## src/ssni_pkg.sv

```systemverilog
// ----------------------------------------------------------------------------
// ssni_pkg
// Types and codes shared by the controller, the datapath and the checker.
// ----------------------------------------------------------------------------
package ssni_pkg;

  typedef enum logic [1:0] {
    MODE_INSERT = 2'd0,
    MODE_READ   = 2'd1,
    MODE_CLEAR  = 2'd2,
    MODE_NOP    = 2'd3
  } mode_t;

  typedef enum logic [1:0] {
    ST_OK    = 2'd0,
    ST_DUP   = 2'd1,
    ST_FULL  = 2'd2,
    ST_RANGE = 2'd3
  } status_t;

  // Read address sources of the entry memory.
  typedef enum logic [1:0] {
    RD_LAST  = 2'd0,
    RD_MID   = 2'd1,
    RD_RIDX  = 2'd2,
    RD_SHIFT = 2'd3
  } rd_sel_t;

  // Write sources of the entry memory.
  typedef enum logic {
    WR_SHIFT = 1'b0,
    WR_VAL   = 1'b1
  } wr_sel_t;

  typedef struct packed {
    logic    load;
    logic    rd_en;
    rd_sel_t rd_sel;
    logic    wr_en;
    wr_sel_t wr_sel;
    logic    slot_cnt;
    logic    slot_low;
    logic    slot_mid;
    logic    srch_init;
    logic    go_high;
    logic    go_low;
    logic    mid_load;
    logic    ptr_init;
    logic    ptr_dec;
    logic    cnt_inc;
    logic    cnt_clr;
    logic    out_load;
    status_t res;
  } ssni_cmd_t;

  typedef struct packed {
    mode_t mode;
    logic  full;
    logic  empty;
    logic  read_ok;
    logic  e_equal;
    logic  e_newer;
    logic  v_newer;
    logic  search_on;
    logic  slot_at_cnt;
    logic  shift_last;
  } ssni_stat_t;

  // True when b is strictly newer than a in 16-bit serial order.
  function automatic logic seq_newer(input logic [15:0] a, input logic [15:0] b);
    logic [15:0] diff;
    diff = b - a;
    return (diff != 16'd0) && !diff[15];
  endfunction

endpackage

```

## src/sorted_sequence_number_insert_core.sv

```systemverilog
// Inserts into a non-empty table compare with the last entry and append a newer value; others
// binary-search for their slot with up to log2(DEPTH) probes, rejecting a duplicate found.
// Making room moves one entry per cycle through the memory's one read and one write port.
// One item at a time: the next beat is not accepted until the result beat has registered.
// Reset clears the entry count and handshake state; entry memory is not cleared.
// ----------------------------------------------------------------------------
// sorted_sequence_number_insert_core
// Table of 16-bit sequence numbers kept sorted in wraparound order.
// ----------------------------------------------------------------------------
module sorted_sequence_number_insert_core import ssni_pkg::*; #(
  parameter int DEPTH = 64
) (
  input  logic        clk,
  input  logic        rst,
  input  logic        req_valid,
  output logic        req_stall,
  input  logic [1:0]  mode,
  input  logic [15:0] seq_value,
  input  logic [5:0]  read_index,
  output logic        rsp_valid,
  input  logic        rsp_stall,
  output logic [1:0]  status,
  output logic [6:0]  position,
  output logic [6:0]  entry_count,
  output logic [15:0] read_value
);

  ssni_cmd_t  cmd;
  ssni_stat_t stat;

  ssni_ctrl u_ctrl (
    .clk       (clk),
    .rst       (rst),
    .req_valid (req_valid),
    .req_stall (req_stall),
    .rsp_valid (rsp_valid),
    .rsp_stall (rsp_stall),
    .stat      (stat),
    .cmd       (cmd)
  );

  ssni_dp #(
    .DEPTH (DEPTH)
  ) u_dp (
    .clk         (clk),
    .rst         (rst),
    .cmd         (cmd),
    .mode        (mode),
    .seq_value   (seq_value),
    .read_index  (read_index),
    .stat        (stat),
    .status      (status),
    .position    (position),
    .entry_count (entry_count),
    .read_value  (read_value)
  );

endmodule

```

## src/ssni_dp.sv

```systemverilog
// ----------------------------------------------------------------------------
// ssni_dp
// Entry memory, count, search bounds, shift pointer and result register.
// ----------------------------------------------------------------------------
module ssni_dp import ssni_pkg::*; #(
  parameter int DEPTH = 64
) (
  input  logic        clk,
  input  logic        rst,
  input  ssni_cmd_t   cmd,
  input  logic [1:0]  mode,
  input  logic [15:0] seq_value,
  input  logic [5:0]  read_index,
  output ssni_stat_t  stat,
  output logic [1:0]  status,
  output logic [6:0]  position,
  output logic [6:0]  entry_count,
  output logic [15:0] read_value
);

  localparam int AW = $clog2(DEPTH);
  localparam int CW = $clog2(DEPTH + 1);

  logic [15:0]        mem [DEPTH];
  logic [15:0]        rd_data;
  logic [AW-1:0]      rd_addr;
  logic [AW-1:0]      wr_addr;
  logic [15:0]        wr_data;

  mode_t              mode_q;
  logic [15:0]        val_q;
  logic [5:0]         ridx_q;
  logic [CW-1:0]      count;
  logic [CW-1:0]      slot;
  logic [CW-1:0]      ptr;
  logic signed [CW:0] low;
  logic signed [CW:0] high;
  logic [AW-1:0]      mid;
  logic signed [CW+1:0] lh_sum;
  logic [AW-1:0]      mid_calc;

  assign lh_sum   = (CW+2)'(low) + (CW+2)'(high);
  assign mid_calc = AW'(lh_sum >>> 1);

  always_comb begin
    case (cmd.rd_sel)
      RD_LAST:  rd_addr = AW'(count - CW'(1));
      RD_MID:   rd_addr = mid_calc;
      RD_RIDX:  rd_addr = AW'(ridx_q);
      RD_SHIFT: rd_addr = AW'(ptr - CW'(2));
      default:  rd_addr = '0;
    endcase
  end

  always_comb begin
    case (cmd.wr_sel)
      WR_SHIFT: begin
        wr_addr = AW'(ptr);
        wr_data = rd_data;
      end
      WR_VAL: begin
        wr_addr = AW'(slot);
        wr_data = val_q;
      end
      default: begin
        wr_addr = '0;
        wr_data = '0;
      end
    endcase
  end

  always_ff @(posedge clk) begin
    if (cmd.wr_en) begin
      mem[wr_addr] <= wr_data;
    end
    if (cmd.rd_en) begin
      rd_data <= mem[rd_addr];
    end
  end

  always_ff @(posedge clk) begin
    if (rst) begin
      count <= '0;
    end else if (cmd.cnt_clr) begin
      count <= '0;
    end else if (cmd.cnt_inc) begin
      count <= count + CW'(1);
    end
  end

  always_ff @(posedge clk) begin
    if (cmd.load) begin
      mode_q <= mode_t'(mode);
      val_q  <= seq_value;
      ridx_q <= read_index;
    end
    if (cmd.srch_init) begin
      low  <= '0;
      high <= $signed({1'b0, count}) - $signed((CW+1)'(1));
    end else if (cmd.go_high) begin
      high <= $signed((CW+1)'(mid)) - $signed((CW+1)'(1));
    end else if (cmd.go_low) begin
      low <= $signed((CW+1)'(mid)) + $signed((CW+1)'(1));
    end
    if (cmd.mid_load) begin
      mid <= mid_calc;
    end
    if (cmd.slot_cnt) begin
      slot <= count;
    end else if (cmd.slot_low) begin
      slot <= CW'(low);
    end else if (cmd.slot_mid) begin
      slot <= CW'(mid);
    end
    if (cmd.ptr_init) begin
      ptr <= count;
    end else if (cmd.ptr_dec) begin
      ptr <= ptr - CW'(1);
    end
  end

  always_comb begin
    stat.mode        = mode_q;
    stat.full        = (count >= CW'(DEPTH));
    stat.empty       = (count == '0);
    stat.read_ok     = (32'(ridx_q) < 32'(count)) && (32'(ridx_q) < DEPTH);
    stat.e_equal     = (rd_data == val_q);
    stat.e_newer     = seq_newer(val_q, rd_data);
    stat.v_newer     = seq_newer(rd_data, val_q);
    stat.search_on   = (low <= high);
    stat.slot_at_cnt = (slot == count);
    stat.shift_last  = (ptr == slot + CW'(1));
  end

  // The result beat is built from the operation's final state.
  always_ff @(posedge clk) begin
    if (cmd.out_load) begin
      status      <= cmd.res;
      entry_count <= 7'(count);
      if (mode_q == MODE_INSERT && cmd.res == ST_OK) begin
        position <= 7'(slot);
      end else if (mode_q == MODE_READ) begin
        position <= 7'(ridx_q);
      end else begin
        position <= '0;
      end
      if (mode_q == MODE_READ && cmd.res == ST_OK) begin
        read_value <= rd_data;
      end else begin
        read_value <= '0;
      end
    end
  end

endmodule

```

## src/ssni_ctrl.sv

```systemverilog
// ----------------------------------------------------------------------------
// ssni_ctrl
// Sequencer for insert, read and clear, with the result beat handshake.
// ----------------------------------------------------------------------------
module ssni_ctrl import ssni_pkg::*; (
  input  logic       clk,
  input  logic       rst,
  input  logic       req_valid,
  output logic       req_stall,
  output logic       rsp_valid,
  input  logic       rsp_stall,
  input  ssni_stat_t stat,
  output ssni_cmd_t  cmd
);

  typedef enum logic [3:0] {
    S_IDLE,
    S_DISPATCH,
    S_LAST_CMP,
    S_SRCH_RD,
    S_SRCH_CMP,
    S_SH_START,
    S_SH_RUN,
    S_WR_VAL,
    S_RD_WAIT,
    S_FINISH
  } state_t;

  state_t  state;
  state_t  state_next;
  status_t res;
  status_t res_next;
  logic    rsp_valid_next;

  assign req_stall = (state != S_IDLE);

  always_comb begin
    cmd            = '0;
    state_next     = state;
    res_next       = res;
    case (state)
      S_IDLE: begin
        if (req_valid) begin
          cmd.load   = 1'b1;
          state_next = S_DISPATCH;
        end
      end
      S_DISPATCH: begin
        res_next = ST_OK;
        case (stat.mode)
          MODE_INSERT: begin
            if (stat.full) begin
              res_next   = ST_FULL;
              state_next = S_FINISH;
            end else if (stat.empty) begin
              cmd.slot_cnt = 1'b1;
              state_next   = S_WR_VAL;
            end else begin
              cmd.rd_en  = 1'b1;
              cmd.rd_sel = RD_LAST;
              state_next = S_LAST_CMP;
            end
          end
          MODE_READ: begin
            if (stat.read_ok) begin
              cmd.rd_en  = 1'b1;
              cmd.rd_sel = RD_RIDX;
              state_next = S_RD_WAIT;
            end else begin
              res_next   = ST_RANGE;
              state_next = S_FINISH;
            end
          end
          MODE_CLEAR: begin
            cmd.cnt_clr = 1'b1;
            state_next  = S_FINISH;
          end
          default: begin
            state_next = S_FINISH;
          end
        endcase
      end
      S_LAST_CMP: begin
        if (stat.v_newer) begin
          cmd.slot_cnt = 1'b1;
          state_next   = S_WR_VAL;
        end else begin
          cmd.srch_init = 1'b1;
          state_next    = S_SRCH_RD;
        end
      end
      S_SRCH_RD: begin
        if (stat.search_on) begin
          cmd.mid_load = 1'b1;
          cmd.rd_en    = 1'b1;
          cmd.rd_sel   = RD_MID;
          state_next   = S_SRCH_CMP;
        end else begin
          cmd.slot_low = 1'b1;
          state_next   = S_SH_START;
        end
      end
      S_SRCH_CMP: begin
        if (stat.e_equal) begin
          res_next   = ST_DUP;
          state_next = S_FINISH;
        end else if (stat.e_newer) begin
          cmd.go_high = 1'b1;
          state_next  = S_SRCH_RD;
        end else if (stat.v_newer) begin
          cmd.go_low = 1'b1;
          state_next = S_SRCH_RD;
        end else begin
          // Exactly half the ring apart: the value lands at mid.
          cmd.slot_mid = 1'b1;
          state_next   = S_SH_START;
        end
      end
      S_SH_START: begin
        if (stat.slot_at_cnt) begin
          state_next = S_WR_VAL;
        end else begin
          cmd.ptr_init = 1'b1;
          cmd.rd_en    = 1'b1;
          cmd.rd_sel   = RD_LAST;
          state_next   = S_SH_RUN;
        end
      end
      S_SH_RUN: begin
        // Write entry ptr from ptr-1 while fetching ptr-2 for the next cycle.
        cmd.wr_en   = 1'b1;
        cmd.wr_sel  = WR_SHIFT;
        cmd.ptr_dec = 1'b1;
        cmd.rd_en   = 1'b1;
        cmd.rd_sel  = RD_SHIFT;
        if (stat.shift_last) begin
          state_next = S_WR_VAL;
        end
      end
      S_WR_VAL: begin
        cmd.wr_en   = 1'b1;
        cmd.wr_sel  = WR_VAL;
        cmd.cnt_inc = 1'b1;
        state_next  = S_FINISH;
      end
      S_RD_WAIT: begin
        state_next = S_FINISH;
      end
      S_FINISH: begin
        if (!rsp_valid || !rsp_stall) begin
          cmd.out_load = 1'b1;
          state_next   = S_IDLE;
        end
      end
      default: begin
        state_next = S_IDLE;
      end
    endcase
    cmd.res        = res;
    rsp_valid_next = cmd.out_load || (rsp_valid && rsp_stall);
  end

  always_ff @(posedge clk) begin
    if (rst) begin
      state     <= S_IDLE;
      res       <= ST_OK;
      rsp_valid <= 1'b0;
    end else begin
      state     <= state_next;
      res       <= res_next;
      rsp_valid <= rsp_valid_next;
    end
  end

endmodule

```

## config.mk

```make
export PLATFORM = sky130hd
export DESIGN_NAME = sorted_sequence_number_insert_core
export DESIGN_NICKNAME = d
export VERILOG_FILES = /design/src/ssni_pkg.sv /design/src/sorted_sequence_number_insert_core.sv /design/src/ssni_dp.sv /design/src/ssni_ctrl.sv
export SDC_FILE = /design/constraint.sdc
export NUM_CORES = 2
export LEC_CHECK = 0
export ABC_AREA = 1
export BUFFER_PORTS_ARGS = -buffer_cell sky130_fd_sc_hd__buf_2
export CAP_MARGIN = 30
export CORE_ASPECT_RATIO = 0.8
export CORE_MARGIN = 2
export CORE_UTILIZATION = 50
export DETAILED_ROUTE_END_ITERATION = 12
export HOLD_SLACK_MARGIN = 0.06
export MAX_ROUTING_LAYER = met4
export PLACE_DENSITY = 0.68
export SLEW_MARGIN = 20
export SYNTH_ARGS = -nofsm -noshare
export SYNTH_HDL_FRONTEND = slang
export SYNTH_HIERARCHICAL = 1
export SYNTH_SLANG_ARGS = --single-unit
```

## constraint.sdc

```tcl
create_clock -name clk -period 4.9 [get_ports clk]
set_clock_uncertainty 0.05 [all_clocks]
set_input_delay 0.49 -clock clk [delete_from_list [all_inputs] [get_ports clk]]
set_output_delay 0.49 -clock clk [all_outputs]
set_load 0.01 [all_outputs]
```

; Yosys cells after proc, flatten, opt, wreduce, memory -nomap -nowiden
; Memories as Yosys holds them, arrays and structs flattened. A register that Yosys moved wholly into a read port is not among the register bits.
; Cells that the tools add are included.
[classes]
add_sub_neg = 11
n_lt_le_gt_ge = 3
eq_ne = 21
muxes = 69
bitwise = 2
n_reduce_logical = 28
[op_table]
columns = cell, count
row1 = $mux W7, 6
row2 = $pmux W4 S9, 1
row3 = $pmux W16 S2, 1
row4 = $reduce_bool A16 Y1, 2
row5 = $sub A16 B16 Y16, 2
row6 = $mux W1, 30
row7 = $mux W3, 8
row8 = $mux W4, 6
row9 = $pmux W6 S4, 1
row10 = $eq A16 B16 Y1, 1
row11 = $eq A4 B3 Y1 const B, 4
row12 = $mux W8, 2
row13 = $add A7 B1 Y7 const B, 2
row14 = $eq A7 B7 Y1, 2
row15 = $pmux W2 S2, 3
row16 = $pmux W3 S4, 1
row17 = $pmux W6 S2, 1
row18 = $mux W2, 5
row19 = $eq A4 B2 Y1 const B, 2
row20 = $eq A4 B4 Y1 const B, 2
row21 = $le A8 B8 Y1, 1
row22 = $pmux W4 S2, 1
row23 = $sub A7 B1 Y8 const B, 1
row24 = $add A6 B1 Y7 const B, 1
row25 = other kinds (28), 48
[totals]
reg_bits = 105
ramBits = 1024
inputBits = 28
out_inout_bits = 34
word_cells = 151
n_memories = 1
[memory_table]
columns = name, words, width, rd, rd_ports_with_merged_regs, wr, line
row1 = u_dp.mem, 64, 16, 1, 1, 1, ssni_dp.sv:24  ; logic [15:0] mem [DEPTH];

; Depth between registers and ports, before layout
[logic_depth]
depth_word = 10
mapped_depth = 30
mapped_depth_nobuf = 26

; Modules after synthesis
; Netlist, hierarchy kept.
[by_module_without_submodules]
columns = module, instances, cells_per_inst, area_each_um2, seq_area_each_um2
row1 = ssni_dp, 1, 4854, 51901.0, 34032.6
row2 = ssni_ctrl, 1, 110, 595.6, 140.1

; Worst setup path after synthesis
; OpenSTA, ideal clock, no wires.
[synth_path]
kind = reg-to-reg
start = register u_ctrl.state[3]
end = memory u_dp.mem[0][11], data pin
setup_time_ns = 0.702
arrival_ns = 3.867
t_required_ns = 4.148
path_slack_ns = 0.281
stages_incl_launch_ff = 9
n_path_buf = 4
period_less_slack_ns = 4.619
cell_sequence = dfxtp_1 > nor2_2 > nand2_1 > inv_1 > buf_4 > clkbuf_1 > clkbuf_1 > clkbuf_1 > o21ai_0
[synth_rtl]
columns = item, line
row1 = "start, declared", ssni_ctrl.sv:29  ; state_t state;
row2 = "start signal, assigned", ssni_ctrl.sv:169  ; state <= state_next;
row3 = "end, declared", ssni_dp.sv:24

==> results.txt <==
status -> complete, no violations
met3 GRT Util -> 0.06840
Initial Util -> 0.5036
critical path class -> register to register
post-layout minimum cycle time -> 4628 ps
Die Ht -> 293.8 um
core area -> 104200 um^2
Root Driver -> clkbuf_16
switching power -> 8.577 mW
fin util -> 0.5657
Avg Vias per Cell -> 5.778
num rows -> 106
period utilization -> 0.9445
Lkg Pwr -> 22.88 nW
worst vdd ir -> 0.0003810 V
GRT busiest layer -> met1
DRT Pass-1 Iters -> 8
worst min path class -> input port to register
Synth Register Bits -> 1145
Post-Syn Nets -> 5051
hpwl dp -> 94020 um
gpl congestion -> 0.9345
routing usage on met1 -> 0.4234
final setup fails -> 0
Port Buffers -> 61
FFs w/ async S/R, synth -> 0
vias post-DR -> 37890
P per Cell Area -> 447.1 nW/um^2
# DRC -> 0
number of enable flip-flop cells after synthesis -> 1124
predominant post-synthesis flop cell -> edfxtp_1
crit path DAT -> 5060 ps
unrepaired setup endpoints after global routing -> no
synth warn -> 6
initial antenna violation count -> 8
GR Util met2 -> 0.4073
slew margin rel. -> 0.3064
Comb power frac -> 0.242
DRT iter0 DRCs -> 5886
clock latency on the worst-skew pair -> 730 ps
wire per inst -> 23.39 um
Worst-path clk slew -> 70 ps
Max Slew Vio Count -> 0
CTS tree -> done
P&R area growth vs syn -> 12.33%
clock tree buffer depth -> 3
largest net degree at the start of global routing -> 87
Max Cap Viol -> 0
Seq pwr share -> 0.444
Achievable Freq -> 0.2161 GHz
final hold vios -> 0
endpoint class of the critical path -> register
Inserted Clock Buffers -> 111
Die Wd -> 366.3 um
H-Tree Depth -> 3
Final #Nets -> 5143
Post-Syn Area -> 52500 um^2
most frequent cells in the layout -> nand3_1, nand2_1, edfxtp_1
clk sinks -> 1145
WL final -> 153400 um
die area -> 107600 um^2
clock share of power -> 0.314
Startpoint Class -> register
Antenna Violating Nets Remaining -> 0
Req. time, crit path -> 5340 ps
Max FO, Critical Path -> 61
commonest non-fill, non-tap cell in the layout -> nand3_1
postcts setup bufs -> 0
Total GRT Usage -> 0.2904
Unique masters post-synth -> 47
Post-Syn Instances -> 4964
internal cell power -> 17.79 mW
first-pass GRT wire length -> 227800 um
share of layout cells above drive strength 1 -> 0.09013
sequential area share after synthesis -> 0.6510
grt total ovfl -> 0
io pins -> 62
Sw Share -> 0.3253
Fin Setup TNS -> 0 ps
vias in the first global route -> 35130
Avg Synthesized Cell Area -> 10.58 um^2
Worst Tran Pin Value -> 1036 ps
power by group through the flow:
stage | Clock, mW | Combinational, mW | Sequential [mW]
5_1_grt | 8.73 | 6.92 | 11.7
6_report | 8.28 | 6.39 | 11.7
3_5_place_dp | 0 | 6.17 | 11.9
4_1_cts | 8.36 | 6.22 | 11.7
3_3_place_gp | 0 | 6.07 | 11.9
2_1_floorplan | 0 | 3.88 | 11.9
Yosys cell counts, types with 19 or more instances:
| cell type | number | area (um^2) |
|---|---|---|
| nand3b_1 | 193 | 1449 |
| dfxtp_1 | 21 | 420.4 |
| xor2_1 | 31 | 271.5 |
| buf_2 | 148 | 740.7 |
| inv_1 | 488 | 1832 |
| clkbuf_1 | 77 | 289.0 |
| buf_6 | 36 | 405.4 |
| a21oi_1 | 68 | 340.3 |
| nand3_1 | 1182 | 5916 |
| ha_1 | 57 | 713.2 |
| nand2_1 | 1128 | 4234 |
| nor2_1 | 185 | 694.4 |
| nor3_1 | 19 | 95.09 |
| buf_4 | 35 | 262.8 |
| o21ai_0 | 76 | 380.4 |
| edfxtp_1 | 1124 | 33750 |
kinds of logic (layout without fill, tap and decap cells):
| group | count (synthesis) | after routing | synth area share |
|---|---|---|---|
| adder cells (fa/ha/maj) | 59 | 59 | 0.01435 |
| XOR/XNOR | 41 | 41 | 0.006840 |
| AND/OR/NAND/NOR | 2740 | 2740 | 0.2406 |
| flip-flops | 1145 | 1145 | 0.6510 |
| buffers and inverters | 798 | 982 | 0.06824 |
| other | 0 | 6 | 0 |
| AO/OA/AOI/OAI | 181 | 181 | 0.01900 |
final timing paths:
check | start | end | slack [ps] | depth (start not counted)
min reg2reg | u_ctrl/res[0]$_SDFFE_PP0P_ | u_dp/status[0]$_DFFE_PP_ | 440 | 0
min | req_valid | u_dp/ridx_q[4]$_DFFE_PP_ | 230 | 3
max | u_dp/high[1]$_DFFE_PP_ | u_dp/rd_data[13]$_DFFE_PP_ | 270 | 24
max reg2reg | u_dp/high[1]$_DFFE_PP_ | u_dp/rd_data[13]$_DFFE_PP_ | 270 | 24
flip-flops by register name (all words and copies together), names as in the netlist:
signal            count
u_dp/read_value      16
u_dp/rd_data         16
u_dp/status           2
u_dp/high             8
u_dp/low              7
u_dp/ridx_q           6
u_dp/ptr              7
u_dp/count            7
u_ctrl/rsp_valid      1
u_dp/mode_q           2
u_dp/position         7
u_dp/val_q           16
u_ctrl/res            2
u_ctrl/state          4
u_dp/mid              6
u_dp/slot             7
u_dp/entry_count      7
u_dp/mem           1024
cell type report:
cell class / instances / area (um^2)
Antenna cell: 6 / 15.01
Clock buffer: 146 / 2993
Clock inverter: 59 / 465.4
Fill cell: 8818 / 45270
Inverter: 496 / 1862
Multi-Input combinational cell: 3021 / 15020
Sequential cell: 1145 / 34180
Tap cell: 1404 / 1757
Timing Repair Buffer: 281 / 2681
stage by stage:
step                      cell area [um^2]  power (mW)  worst slack [ps]  hold WS (ps)  std cells
after global routing                 58970       27.36             36.60         233.3       6558
after detailed placement             55140       18.07             108.4         430.1       6319
after CTS                            58870       26.27             78.37         185.5       6551
final                                58970       26.37             272.2         234.1       6558
after global placement               55010       17.97             123.9         421.6       6314
after floorplan                      52500       15.73             281.2         352.9       4964
critical path, cell delays in order, from the launching register on:
cell	delay, ps
edfxtp_1	430
inv_1	80
ha_1	220
inv_1	120
nor2_1	60
nor2_1	90
o21ai_0	100
a21oi_1	150
nor2_1	50
o21ai_0	140
nand2_1	70
o41ai_1	60
inv_1	170
o21ai_2	210
inv_2	90
nor2_4	200
nand3_1	300
a21oi_4	250
buf_12	240
buf_12	310
nand2_1	110
nand3_1	290
nand3_1	200
nand3_1	210
nand2_1	70
routing by layer:
metal | vias up | wire length [um] | part of all wire
met5 | - | 0 | 0
met4 | 0 | 3938 | 0.026
met3 | 261 | 19110 | 0.12
met2 | 2133 | 65830 | 0.43
met1 | 18220 | 64500 | 0.42
li1 | 17270 | - | -
repair_timing:
action | 4_1_cts | 5_1_grt
setup endpoints to repair | 0 | 9
hold buffers | 27 | 0
endpoints found under the hold margin | 31 | 0
gates resized for setup | 0 | 13
Power figures use the tool's default switching activity.
